===== config.mk =====
export PLATFORM = sky130hd
export DESIGN_NAME = cartridge_bank_mapper_with_irq_counter_top
export DESIGN_NICKNAME = d
export VERILOG_FILES = /design/src/hw/rtl/cbm_pkg.sv /design/src/hw/rtl/cartridge_bank_mapper_with_irq_counter_top.sv /design/src/hw/rtl/cbm_state.sv
export SDC_FILE = /design/constraint.sdc
export NUM_CORES = 1
export LEC_CHECK = 0
export BUFFER_PORTS_ARGS = -buffer_cell sky130_fd_sc_hd__buf_2
export CORE_ASPECT_RATIO = 2
export CORE_UTILIZATION = 58
export CTS_CLUSTER_SIZE = 14
export DETAILED_ROUTE_END_ITERATION = 12
export PLACE_DENSITY = 0.8
export SLEW_MARGIN = 15
export SYNTH_ARGS = -nofsm -noshare
export SYNTH_HDL_FRONTEND = slang
export SYNTH_SLANG_ARGS = --single-unit
export TNS_END_PERCENT = 20

===== constraint.sdc =====
create_clock -name clk -period 3.55 [get_ports clk]
set_input_delay 0.71 -clock clk [delete_from_list [all_inputs] [get_ports clk]]
set_output_delay 0.71 -clock clk [all_outputs]
set_load 0.1 [all_outputs]

===== src/hw/rtl/cbm_pkg.sv =====
// shared types and decode constants for the cartridge bank mapper
package cbm_pkg;

  // item kinds
  localparam logic MODE_WRITE = 1'b0;
  localparam logic MODE_TICK  = 1'b1;

  // write regions on addr[15:12]
  localparam logic [3:0] REGION_LATCH0  = 4'h8;
  localparam logic [3:0] REGION_LATCH1  = 4'h9;
  localparam logic [3:0] REGION_LATCH2  = 4'hA;
  localparam logic [3:0] REGION_LATCH3  = 4'hB;
  localparam logic [3:0] REGION_IRQ_CTL = 4'hC;
  localparam logic [3:0] REGION_IRQ_ACK = 4'hD;
  localparam logic [3:0] REGION_SELECT  = 4'hE;
  localparam logic [3:0] REGION_BANK    = 4'hF;

  // bank region sub-select on addr[11:10]
  localparam logic [1:0] BANK_PRG_HI = 2'd0;
  localparam logic [1:0] BANK_NONE   = 2'd1;
  localparam logic [1:0] BANK_MIRROR = 2'd2;
  localparam logic [1:0] BANK_CHR    = 2'd3;

  localparam logic [15:0] COUNT_WRAP = 16'hFFFF;

  localparam int PRG_REGS = 4;
  localparam int CHR_REGS = 8;

  // one input word
  typedef struct packed {
    logic        mode;
    logic [15:0] addr;
    logic [7:0]  wdata;
  } item_t;

  // one result word
  typedef struct packed {
    logic        irq_line;
    logic [4:0]  prg_bank_first;
    logic [4:0]  prg_bank_second;
    logic [4:0]  prg_bank_third;
    logic [63:0] chr_banks_packed;
    logic        mirror_select;
  } result_t;

endpackage


===== src/hw/rtl/cartridge_bank_mapper_with_irq_counter_top.sv =====
// Cartridge bank mapper with a CPU-cycle irq counter, top level.
// A word accepted into the input register passes through the state update into the result
// register, which drives out_; out_stall can hold it in the input register before that.
// Throughput: one word per cycle while out_stall is low; the input register and the
// result register each hold one word, and the state update is a single pass between them.
// Reset (rst_n low, synchronous) clears all mapper state and both pipeline valids.
module cartridge_bank_mapper_with_irq_counter_top import cbm_pkg::*; (
  input  logic        clk,
  input  logic        rst_n,
  input  logic        in_valid,
  output logic        in_stall,
  input  logic        in_mode,
  input  logic [15:0] in_addr,
  input  logic [7:0]  in_wdata,
  output logic        out_valid,
  input  logic        out_stall,
  output logic        out_irq_line,
  output logic [4:0]  out_prg_bank_first,
  output logic [4:0]  out_prg_bank_second,
  output logic [4:0]  out_prg_bank_third,
  output logic [63:0] out_chr_banks_packed,
  output logic        out_mirror_select
);

  logic    s1_valid_r, s1_valid_nxt;
  item_t   s1_item_r;
  logic    out_valid_r, out_valid_nxt;
  result_t out_word_r;
  result_t core_result;
  logic    out_free;
  logic    adv;
  logic    accept;

  // handshake
  assign out_free = !out_valid_r || !out_stall;
  assign adv      = s1_valid_r && out_free;
  assign in_stall = s1_valid_r && !out_free;
  assign accept   = in_valid && !in_stall;

  always_comb begin
    s1_valid_nxt  = accept ? 1'b1 : (adv ? 1'b0 : s1_valid_r);
    out_valid_nxt = adv ? 1'b1 : (out_stall ? out_valid_r : 1'b0);
  end

  // valid flags
  always_ff @(posedge clk) begin
    if (!rst_n) begin
      s1_valid_r  <= 1'b0;
      out_valid_r <= 1'b0;
    end else begin
      s1_valid_r  <= s1_valid_nxt;
      out_valid_r <= out_valid_nxt;
    end
  end

  // input register
  always_ff @(posedge clk) begin
    if (accept) begin
      s1_item_r.mode  <= in_mode;
      s1_item_r.addr  <= in_addr;
      s1_item_r.wdata <= in_wdata;
    end
  end

  // mapper state and update
  cbm_state u_state (
    .clk    (clk),
    .rst_n  (rst_n),
    .upd    (adv),
    .item   (s1_item_r),
    .result (core_result)
  );

  // result register
  always_ff @(posedge clk) begin
    if (adv) out_word_r <= core_result;
  end

  assign out_valid            = out_valid_r;
  assign out_irq_line         = out_word_r.irq_line;
  assign out_prg_bank_first   = out_word_r.prg_bank_first;
  assign out_prg_bank_second  = out_word_r.prg_bank_second;
  assign out_prg_bank_third   = out_word_r.prg_bank_third;
  assign out_chr_banks_packed = out_word_r.chr_banks_packed;
  assign out_mirror_select    = out_word_r.mirror_select;

  // stall only while the input register holds a word
  a_stall_full: assert property (@(posedge clk) disable iff (!rst_n)
    in_stall |-> s1_valid_r)
    else $error("stall without a held word");

  // a held word that cannot move stays held
  a_hold: assert property (@(posedge clk) disable iff (!rst_n)
    s1_valid_r && !out_free |=> s1_valid_r)
    else $error("word lost from input register");

  // a word that moves forward appears at the output
  a_forward: assert property (@(posedge clk) disable iff (!rst_n)
    adv |=> out_valid_r)
    else $error("advanced word not presented");

endmodule


===== src/hw/rtl/cbm_state.sv =====
// mapper register file, irq counter and the single-pass update logic
module cbm_state import cbm_pkg::*; (
  input  logic    clk,
  input  logic    rst_n,
  input  logic    upd,
  input  item_t   item,
  output result_t result
);

  logic [3:0]  sel_r, sel_nxt;
  logic [4:0]  prg_r [PRG_REGS];
  logic [4:0]  prg_nxt [PRG_REGS];
  logic [7:0]  chr_r [CHR_REGS];
  logic [7:0]  chr_nxt [CHR_REGS];
  logic        mirror_r, mirror_nxt;
  logic [2:0]  en_r, en_nxt;
  logic [15:0] latch_r, latch_nxt;
  logic [15:0] cnt_r, cnt_nxt;
  logic        irq_r, irq_nxt;
  logic [3:0]  sel_m1;
  logic [3:0]  nib;

  assign nib    = item.wdata[3:0];
  assign sel_m1 = sel_r - 4'd1;

  // next state for one item
  always_comb begin
    sel_nxt    = sel_r;
    prg_nxt    = prg_r;
    chr_nxt    = chr_r;
    mirror_nxt = mirror_r;
    en_nxt     = en_r;
    latch_nxt  = latch_r;
    cnt_nxt    = cnt_r;
    irq_nxt    = irq_r;
    if (item.mode == MODE_TICK) begin
      if (en_r[1]) begin
        if (cnt_r == COUNT_WRAP) begin
          cnt_nxt = latch_r;
          irq_nxt = 1'b1;
        end else begin
          cnt_nxt = cnt_r + 16'd1;
        end
      end
    end else begin
      case (item.addr[15:12])
        REGION_LATCH0:  latch_nxt[3:0]   = nib;
        REGION_LATCH1:  latch_nxt[7:4]   = nib;
        REGION_LATCH2:  latch_nxt[11:8]  = nib;
        REGION_LATCH3:  latch_nxt[15:12] = nib;
        REGION_IRQ_CTL: begin
          en_nxt  = item.wdata[2:0];
          if (item.wdata[1]) cnt_nxt = latch_r;
          irq_nxt = 1'b0;
        end
        REGION_IRQ_ACK: begin
          en_nxt[1] = en_r[0];
          irq_nxt   = 1'b0;
        end
        REGION_SELECT:  sel_nxt = nib;
        REGION_BANK: begin
          // low nibble of the selected program register
          if (sel_r >= 4'd1 && sel_r <= 4'd4) prg_nxt[sel_m1[1:0]][3:0] = nib;
          case (item.addr[11:10])
            BANK_PRG_HI: prg_nxt[item.addr[1:0]][4] = item.wdata[4];
            BANK_NONE:   ;
            BANK_MIRROR: mirror_nxt = item.wdata[0];
            BANK_CHR:    chr_nxt[item.addr[2:0]] = item.wdata;
            default:     ;
          endcase
        end
        default: ;
      endcase
    end
  end

  // result view of the updated state
  always_comb begin
    result.irq_line        = irq_nxt;
    result.prg_bank_first  = prg_nxt[0];
    result.prg_bank_second = prg_nxt[1];
    result.prg_bank_third  = prg_nxt[2];
    for (int i = 0; i < CHR_REGS; i++) result.chr_banks_packed[8*i +: 8] = chr_nxt[i];
    result.mirror_select   = mirror_nxt;
  end

  // state registers
  always_ff @(posedge clk) begin
    if (!rst_n) begin
      sel_r    <= '0;
      for (int i = 0; i < PRG_REGS; i++) prg_r[i] <= '0;
      for (int i = 0; i < CHR_REGS; i++) chr_r[i] <= '0;
      mirror_r <= 1'b0;
      en_r     <= '0;
      latch_r  <= '0;
      cnt_r    <= '0;
      irq_r    <= 1'b0;
    end else if (upd) begin
      sel_r    <= sel_nxt;
      prg_r    <= prg_nxt;
      chr_r    <= chr_nxt;
      mirror_r <= mirror_nxt;
      en_r     <= en_nxt;
      latch_r  <= latch_nxt;
      cnt_r    <= cnt_nxt;
      irq_r    <= irq_nxt;
    end
  end

  // irq control or ack write always clears the request
  a_ack_clears: assert property (@(posedge clk) disable iff (!rst_n)
    upd && item.mode == MODE_WRITE &&
    (item.addr[15:12] == REGION_IRQ_CTL || item.addr[15:12] == REGION_IRQ_ACK)
    |=> !irq_r)
    else $error("irq request survived an ack write");

  // a tick while counting is off leaves the counter alone
  a_tick_disabled: assert property (@(posedge clk) disable iff (!rst_n)
    upd && item.mode == MODE_TICK && !en_r[1] |=> $stable(cnt_r))
    else $error("counter moved while disabled");

  // the request only rises on a wrapping tick
  a_irq_source: assert property (@(posedge clk) disable iff (!rst_n)
    $rose(irq_r) |-> $past(upd && item.mode == MODE_TICK && en_r[1] && cnt_r == COUNT_WRAP))
    else $error("irq raised without counter wrap");

endmodule

==> results of run 1 <==
## cell usage in the layout, fill, tap and decap left out, types with 21 or more instances in the layout
| cell type | n |
|---|---|
| nand3_1 | 58 |
| mux2_2 | 79 |
| buf_2 | 104 |
| clkbuf_16 | 21 |
| a21oi_1 | 49 |
| nand2_1 | 91 |
| mux2i_1 | 56 |
| edfxtp_1 | 99 |
| dfxtp_1 | 121 |
| nor2_1 | 71 |
## sequential cells by signal, indices dropped and copies added (netlist names)
name                  cells
u_state.irq_r             1
u_state.chr_r            64
out_mirror_select         1
u_state.mirror_r          1
out_prg_bank_first        5
u_state.cnt_r            16
out_valid                 1
s1_valid_r                1
out_chr_banks_packed     64
out_prg_bank_third        5
s1_item_r                18
u_state.en_r              2
out_irq_line              1
out_prg_bank_second       5
u_state.prg_r            15
u_state.sel_r             4
u_state.latch_r          16
## worst max-delay path, delay by kind of cell, from the launching register on
family / cells / cell delay, ps
flops: 1 / 580
simple gates: 3 / 1190
mux: 1 / 420
## report_power, final
group          switching, W  internal [W]
clock              0.000893       0.00118
combinational      0.000449     0.0000705
sequential        0.0000638       0.00271
total               0.00141       0.00395
## Yosys cell counts, drive strengths merged (4+ instances only)
master,instances,share of area (%)
a21oi,49,2.6
and3,5,0.34
buf,16,1.1
clkbuf,37,1.5
dfxtp,121,26
edfxtp,99,32
inv,7,0.28
mux2,80,9.7
mux2i,56,6.0
nand2,92,3.7
nand3,58,3.1
nand4,13,1.1
nor2,80,4.1
nor2b,4,0.27
nor3,15,0.91
nor4,8,0.77
o21ai,17,0.95
o22ai,4,0.27
or3,5,0.34
## logic make-up after synthesis
logic type,Yosys count,share of synthesized area [%]
buffers and inverters,61,2.93
DFF,220,58.0
adders and majority gates,1,0.134
AOI/OAI and AO/OA,98,6.55
muxes,136,15.7
and+or+nand+nor,298,16.7
## routing by layer
| layer | track usage [%] | vias up | routed length (um) |
|---|---|---|---|
| li1 | - | 3122 | - |
| met3 | 2.99 | 81 | 845 |
| met1 | 27.3 | 3153 | 7650 |
| met5 | 0 | - | 0 |
| met2 | 47.2 | 214 | 11300 |
| met4 | 14.7 | 0 | 1180 |
## stage by stage
| step | cells | total power, W | setup slack [ps] |
|---|---|---|---|
| 2_1_floorplan | 814 | 0.00324 | 750 |
| 3_3_place_gp | 1082 | 0.00334 | 988 |
| 3_5_place_dp | 1082 | 0.00334 | 971 |
| 4_1_cts | 1118 | 0.00539 | 1080 |
| 5_1_grt | 1118 | 0.00551 | 1010 |
| 6_report | 1118 | 0.00536 | 1090 |
## area by class of cell
class	instances	share of cell area [%]
clock buffers	34	5.81
clock inverters	2	0.106
inverters	8	0.296
multi-input cells	533	34.4
flip-flops and latches	220	51.0
well taps	201	2.38
repair buffers	120	6.05
## how the worst max path moves through the flow
| stage | start | endpoint | slack, ps |
|---|---|---|---|
| after floorplan | out_valid$_SDFFE_PN0P_ | u_state.chr_r[18]$_SDFFE_PN0N_ | 750 |
| after global placement | rst_n | u_state.cnt_r[8]$_SDFFE_PN0P_ | 990 |
| after detailed placement | rst_n | u_state.cnt_r[8]$_SDFFE_PN0P_ | 970 |
| after CTS | s1_item_r[20]$_DFFE_PP_ | out_chr_banks_packed[53]$_DFFE_PN_ | 1080 |
| after global routing | s1_item_r[20]$_DFFE_PP_ | out_chr_banks_packed[23]$_DFFE_PN_ | 1010 |
| final | s1_item_r[20]$_DFFE_PP_ | out_chr_banks_packed[53]$_DFFE_PN_ | 1090 |
==> impl_metrics.ini, run 1 <==
[outcome]
outcome = finished, final reports clean

[finish]
final_util_pct = 67.4
nFillCells = 1151
regArea_um2 = 5400
layout-drive-gt1-share_pct = 27.9
design_area_um2 = 10600
multiInputGateArea_um2 = 3640
area_growth_pct = 13.7
nets = 933
n_antenna_cell = 0

[synthesis]
yosysWarnings = 0
ys_types = 66
ys_seq_elements = 220
synth-edff-count = 99
ys_async_sr_fraction_pct = 0
synth_cells = 814
avgSynthCellArea_um2 = 11.4
synth_flop_cell = dfxtp_1
synth_area_um2 = 9300
yosysSeqAreaShare_pct = 58.0
syn_nets = 844

[setup_path]
r2r_slack_ps = 1090
worst_ep_arrival_time_ps = 2690
worstRegToRegCells = 4
critPathLaunchType = flip-flop
timing.rr.end = out_chr_banks_packed[53]$_DFFE_PN_
worstPathRequired_ps = 3780
r2r_start = s1_item_r[20]$_DFFE_PP_
endpoint_kind = flip-flop
max_stage_delay_ps = 580
crit_chain = nand2_1, or3_1, nor2_2, mux2_2
crit_fanout = 9
slowest_stage = edfxtp_1
path_class = flip-flop to flip-flop

[place]
gp_congestion = 0.946
dp_hpwl_um = 13800
place_area_um2 = 9960
io_buffers = 104

[clock_network]
post_cts_resized = 0
root_buffer = clkbuf_16
clk_pin_slew_ps = 70
cts-buffers-inserted = 20
tritoncts = built
clockBufferDepth = 3
postCtsHoldBufs = 0
insertion_delay_ps = 490
postCtsSetupBuffers = 0
cts.htree.levels = 1
cts_sinks = 220

[detailed_routing]
vias = 6570
avgViaCountPerCell = 5.88
drt_pass1_iterations = 7
drtIter0Drc = 401
avgRoutedWirePerCell_um = 18.7
drc_errors = 0
wl_um = 21000
ant_nets = 0

[power]
p_leak_nw = 3.94
power_density_nw_per_um2 = 507
peakVddDrop_v = 0.000465

[sta]
timing.fmax_ghz = 0.406
worst_pin_slew_ps = 1260
setup_viol = 0
rsz0062_at_grt = no
drv_slew = 0
clock_skew_ps = 15.0
max_slew_margin_pct = 16.3
hold_slack_ps = 392
final-hold-violation-count = 0
finalCritPeriodShare_pct = 69.3
period_needed_ps = 2460
fin_setup_tns_ps = 0

[floorplan]
io_pins = 112
die_y_um = 181
coreArea_um2 = 15700
dieArea_um2 = 16600
die_w_um = 91.6
start_util_pct = 59.3
placementRows = 65

[global_routing]
grt_pass1_vias = 6575
overflow = 0
grt_pass1_wl_um = 33000
track_usage_pct = 25.5
grt_max_degree = 60
antenna_found_initial = 0

[worst_hold_path]
hold_path_class = input port to flip-flop
hold-path-cell-count = 1
hold_start = in_wdata[1]
worstHoldEndpoint = s1_item_r[1]$_DFFE_PP_

[job]
max_cap_viol_count = 0
No activity file was read; power rests on OpenSTA's default activity.
==> run 2: changes to the inputs <==
- ABC_AREA: not set -> 1
- CORE_UTILIZATION: 58 -> 52
- PLACE_DENSITY: 0.8 -> 0.75
- clock period: 3.55 -> 2.2 ns (I/O delays scaled with it)
==> run 2 against run 1 <==
Against the previous run: worst setup slack lost 840 ps; routed wire length shrank 1.9%; flip-flop and latch count is the same; register-to-register slack lost 840 ps; first-iteration DRC count grew 14%; final area grew 1.1%; sequential power grew 67%; global-route usage shrank 2.4 points; total power grew 74%; critical endpoint is now u_state.chr_r[10]$_SDFFE_PN0N_; largest power group unchanged.
==> impl_metrics.ini, run 2 <==
[floorplan]
placementRows = 68
die_w_um = 96.3
dieArea_um2 = 18300
coreArea_um2 = 17400
die_y_um = 191
io_pins = 112
start_util_pct = 53.3

[setup_path]
crit_fanout = 16
timing.rr.end = u_state.chr_r[10]$_SDFFE_PN0N_
path_class = flip-flop to flip-flop
endpoint_kind = flip-flop
r2r_start = s1_item_r[24]$_DFFE_PP_
worst_ep_arrival_time_ps = 2330
worstPathRequired_ps = 2570
critPathLaunchType = flip-flop
r2r_slack_ps = 250
worstSetupStartpoint = s1_item_r[24]$_DFFE_PP_
worstRegToRegCells = 6

[finish]
area_growth_pct = 15.7
final_common_cell = nor2_1
nFillCells = 1484
layout-drive-gt1-share_pct = 16.1
multiInputGateArea_um2 = 3100
regArea_um2 = 5400
mostFrequentLayoutCells = 175 x nor2_1, 165 x nand2_1, 133 x inv_1
n_antenna_cell = 0
nets = 1194

[synthesis]
avgSynthCellArea_um2 = 8.71
synth_cells = 1061
ys_seq_elements = 220
synth-edff-count = 99
ys_types = 33
ys_async_sr_fraction_pct = 0
yosys-top-cells-count = 176 x nor2_1, 166 x nand2_1, 133 x inv_1
synth_top_area_share_pct = 32.2
synth.area.top_cells = edfxtp_1 32%, dfxtp_1 26%, nor2_1 7.1%
yosysSeqAreaShare_pct = 58.4
synth_area_um2 = 9250
syn_nets = 1091
yosysWarnings = 0
yosys.area.top_type = edfxtp_1
synth_flop_cell = dfxtp_1
post-synth-top-count-cell = nor2_1

[detailed_routing]
avgRoutedWirePerCell_um = 14.8
drtIter0Drc = 458
wl_um = 20600
vias = 7343
drt_pass1_iterations = 5
drc_errors = 0
ant_nets = 0
avgViaCountPerCell = 5.29

[clock_network]
cts.htree.levels = 1
insertion_delay_ps = 480
tritoncts = built
cts_sinks = 220
clockBufferDepth = 3
postCtsHoldBufs = 0
post_cts_resized = 0
postCtsSetupBuffers = 0
clk_pin_slew_ps = 60
root_buffer = clkbuf_16
cts-buffers-inserted = 20

[sta]
worst_pin_slew_ps = 594
period_needed_ps = 1950
timing.fmax_ghz = 0.512
setup_viol = 0
final-hold-violation-count = 0
max_slew_margin_pct = 60.3
finalCritPeriodShare_pct = 88.8
clock_skew_ps = 7.45
fin_setup_tns_ps = 0
rsz0062_at_grt = no
drv_slew = 0

[power]
peakVddDrop_v = 0.000614
power_density_nw_per_um2 = 874
p_leak_nw = 4.75
power_w = 0.00934

[global_routing]
overflow = 0
grt_pass1_wl_um = 32700
track_usage_pct = 23.1
grt_pass1_vias = 6748
grt_max_degree = 96
antenna_found_initial = 0

[place]
io_buffers = 104
gp_congestion = 0.840
dp_hpwl_um = 13800

[worst_hold_path]
hold_start = in_wdata[1]
hold-path-cell-count = 1
worstHoldEndpoint = s1_item_r[1]$_DFFE_PP_
hold_path_class = input port to flip-flop

[outcome]
outcome = finished, final reports clean

[job]
max_cap_viol_count = 0
run 2: metal layers:
metal  global-route usage, %  vias to the layer above  wire length, um  share of wire [%]
met3                    2.51                       49              923                4.5
met2                    42.5                      210            11300                 55
li1                        -                     3668                -                  -
met4                    9.24                        0              724                3.5
met5                       0                        -                0                  0
met1                    26.3                     3416             7600                 37
run 2: final cells by class:
| type | instances | share of cell area (%) |
|---|---|---|
| flip-flops and latches | 220 | 50.5 |
| multi-input cells | 655 | 29.0 |
| repair buffers | 130 | 7.28 |
| clock buffers | 33 | 5.61 |
| inverters | 137 | 4.85 |
| well taps | 210 | 2.46 |
| clock inverters | 3 | 0.374 |
run 2: kinds of logic after synthesis:
family | synth area share, %
AND/OR/NAND/NOR | 18.9
AO/OA/AOI/OAI | 13.7
flip-flops | 58.4
buffers and inverters | 8.23
XOR/XNOR | 0.568
multiplexers | 0.108
adder cells (fa/ha/maj) | 0.135
run 2: worst max-delay path by stage:
stage	slack, ps	endpoint	cells after the start
6_report	250	u_state.chr_r[10]$_SDFFE_PN0N_	6
5_1_grt	130	u_state.chr_r[9]$_SDFFE_PN0N_	6
4_1_cts	210	u_state.chr_r[54]$_SDFFE_PN0N_	9
3_5_place_dp	270	u_state.chr_r[10]$_SDFFE_PN0N_	6
3_3_place_gp	330	u_state.chr_r[10]$_SDFFE_PN0N_	6
2_1_floorplan	70	s1_item_r[0]$_DFFE_PP_	5
run 2: critical path, cell delays in order (launching register included):
cell and delay (ps):
edfxtp_1 590, nor3_4 490, nand3_4 280, nand2_1 120, o21ai_1 110, o21ai_0 190
inv_1 50
run 2: metrics by stage:
stage / worst slack, ps / util, % / area, um2 / std cells / hold WS [ps]
5_1_grt: 129 / 61.6 / 10700 / 1388 / 114
4_1_cts: 213 / 61.6 / 10700 / 1388 / 121
2_1_floorplan: 67.6 / - / 9260 / 1061 / 430
3_3_place_gp: 333 / 57.9 / 10100 / 1352 / 439
3_5_place_dp: 265 / 57.9 / 10100 / 1352 / 444
6_report: 247 / 61.6 / 10700 / 1388 / 130
run 2: report_power, final:
group	switching (W)	leakage [nW]	internal, W
Sequential	0.000103	1.93	0.00451
Combinational	0.00107	2.51	0.000260
Clock	0.00142	0.313	0.00198
Total	0.00259	4.75	0.00676
==> run 3: changes to the inputs <==
- CORE_UTILIZATION: 52 -> 47
- PLACE_DENSITY: 0.75 -> 0.69
- SYNTH_HIERARCHICAL: not set -> 1
==> run 3 against run 2 <==
Against the previous run: clock skew is 21 ps higher; via count fell by 1.2%; largest power group unchanged; worst hold slack worse by 39 ps; total power decreased by 2.5%; clock power down 4%.
==> impl_metrics.ini, run 3 <==
[clock_network]
post_cts_resized = 0
tritoncts = built
cts-buffers-inserted = 20
insertion_delay_ps = 520
clk_pin_slew_ps = 60
cts.htree.levels = 1
root_buffer = clkbuf_16
clockBufferDepth = 3
postCtsHoldBufs = 0
cts_sinks = 220
postCtsSetupBuffers = 0

[setup_path]
worstPathRequired_ps = 2460
timing.rr.end = out_chr_banks_packed[12]$_DFFE_PP_
path_class = flip-flop to flip-flop
r2r_slack_ps = 290
r2r_start = s1_item_r[21]$_DFFE_PP_
max_stage_delay_ps = 470
slowest_stage = edfxtp_1
crit_family = simple AND/OR/NAND/NOR gates
worstRegToRegCells = 5
cp-endpoint = out_chr_banks_packed[12]$_DFFE_PP_
critPathBufInv = 1
worstSetupStartpoint = s1_item_r[21]$_DFFE_PP_
endpoint_kind = flip-flop
crit_chain = nand2_2, nor2_4, nand3_2, o21ai_0, inv_1
worst_ep_arrival_time_ps = 2180
crit_fanout = 16
critPathLaunchType = flip-flop
crit_cells = 5

[floorplan]
coreArea_um2 = 19400
dieArea_um2 = 20500
placementRows = 72
die_y_um = 201
die_w_um = 102
start_util_pct = 48.2
io_pins = 112

[sta]
clock_skew_ps = 28.4
max_slew_margin_pct = 64.4
setup_viol = 0
period_needed_ps = 1910
hold_slack_ps = 90.5
worst_pin_slew_ps = 534
drv_slew = 0
rsz0062_at_grt = no
fin_setup_tns_ps = 0
finalCritPeriodShare_pct = 87.0
final-hold-violation-count = 0
timing.fmax_ghz = 0.523

[detailed_routing]
drt_pass1_iterations = 7
drc_errors = 0
wl_um = 20400
drtIter0Drc = 318
ant_nets = 0
vias = 7257
avgRoutedWirePerCell_um = 14.1
avgViaCountPerCell = 5.00

[synthesis]
syn_nets = 1106
avgSynthCellArea_um2 = 8.68
synth_cells = 1076
yosysWarnings = 6
synth_area_um2 = 9340

[finish]
area_growth_pct = 16.3
final_util_pct = 56.0
layout.cells.non_filler = 1450
final_common_cell = nand2_1
n_antenna_cell = 0
mostFrequentLayoutCells = 177 x nand2_1, 168 x inv_1, 120 x dfxtp_1
nets = 1207
layout-drive-gt1-share_pct = 17.0

[power]
swShare_pct = 28.3
p_clk_share_pct = 35.9
power_density_nw_per_um2 = 839
internal_power_w = 0.00653
p_sw_w = 0.00258
combPwrFrac_pct = 13.6
p_leak_nw = 4.95
peakVddDrop_v = 0.000517
pwr-share-seq_pct = 50.5

[global_routing]
overflow = 0
antenna_found_initial = 0
track_usage_pct = 20.3
grt_pass1_vias = 6677
grt_pass1_wl_um = 32500
grt_max_degree = 114

[worst_hold_path]
hold_path_class = input port to flip-flop

[outcome]
outcome = finished, final reports clean

[place]
io_buffers = 104
gp_congestion = 0.816
dp_hpwl_um = 14100
dp_cells = 1414

[job]
max_cap_viol_count = 0
-- run 3: cell types whose count changed in the layout (fill, tap and decap cells not counted), sizes merged, moves of 5 or more --
cell and delta:
nand4 -5, o21ai -13, a21oi +41, inv +36, nand2 +15, o21bai -5
nand3 +15, nor2 -73
-- run 3: area by class of cell --
cell class	instances	area, um2
fillers	1776	8520
flip-flops and latches	220	5400
multi-input cells	632	3110
repair buffers	130	753
inverters	173	649
clock buffers	32	566
well taps	259	324
clock inverters	4	47.5
-- run 3: routing by layer --
layer	GRT usage (%)	routed length, um	vias to the layer above
met2	36.4	10800	162
met3	2.12	691	52
li1	-	-	3699
met1	23.5	8020	3344
met5	0	0	-
met4	9.58	830	0
-- run 3: power groups by stage --
| stage | Combinational [W] | Sequential, W | Clock (W) |
|---|---|---|---|
| final | 0.00123 | 0.00460 | 0.00327 |
| after floorplan | 0.000465 | 0.00521 | 0 |
| after global placement | 0.00122 | 0.00468 | 0 |
| after global routing | 0.00133 | 0.00462 | 0.00347 |
| after detailed placement | 0.00124 | 0.00469 | 0 |
| after CTS | 0.00124 | 0.00460 | 0.00337 |
-- run 3: worst min-delay path by stage --
stage	from	to	slack [ps]	cells after the start
after floorplan	u_state/latch_r[4]$_SDFFE_PN0P_	u_state/latch_r[4]$_SDFFE_PN0P_	430	2
after global placement	u_state/latch_r[4]$_SDFFE_PN0P_	u_state/latch_r[4]$_SDFFE_PN0P_	440	2
after detailed placement	u_state/latch_r[9]$_SDFFE_PN0P_	u_state/latch_r[9]$_SDFFE_PN0P_	440	2
after CTS	in_wdata[1]	s1_item_r[1]$_DFFE_PP_	80	1
after global routing	in_wdata[7]	s1_item_r[7]$_DFFE_PP_	80	1
final	in_wdata[7]	s1_item_r[7]$_DFFE_PP_	90	1
-- run 3: stage by stage --
stage,power [W],cell area (um2),setup slack [ps]
finish,0.00911,10900,287
global route,0.00943,10900,100
CTS,0.00921,10900,245
detailed placement,0.00593,10200,244
global placement,0.00590,10200,287
floorplan,0.00568,9480,-841
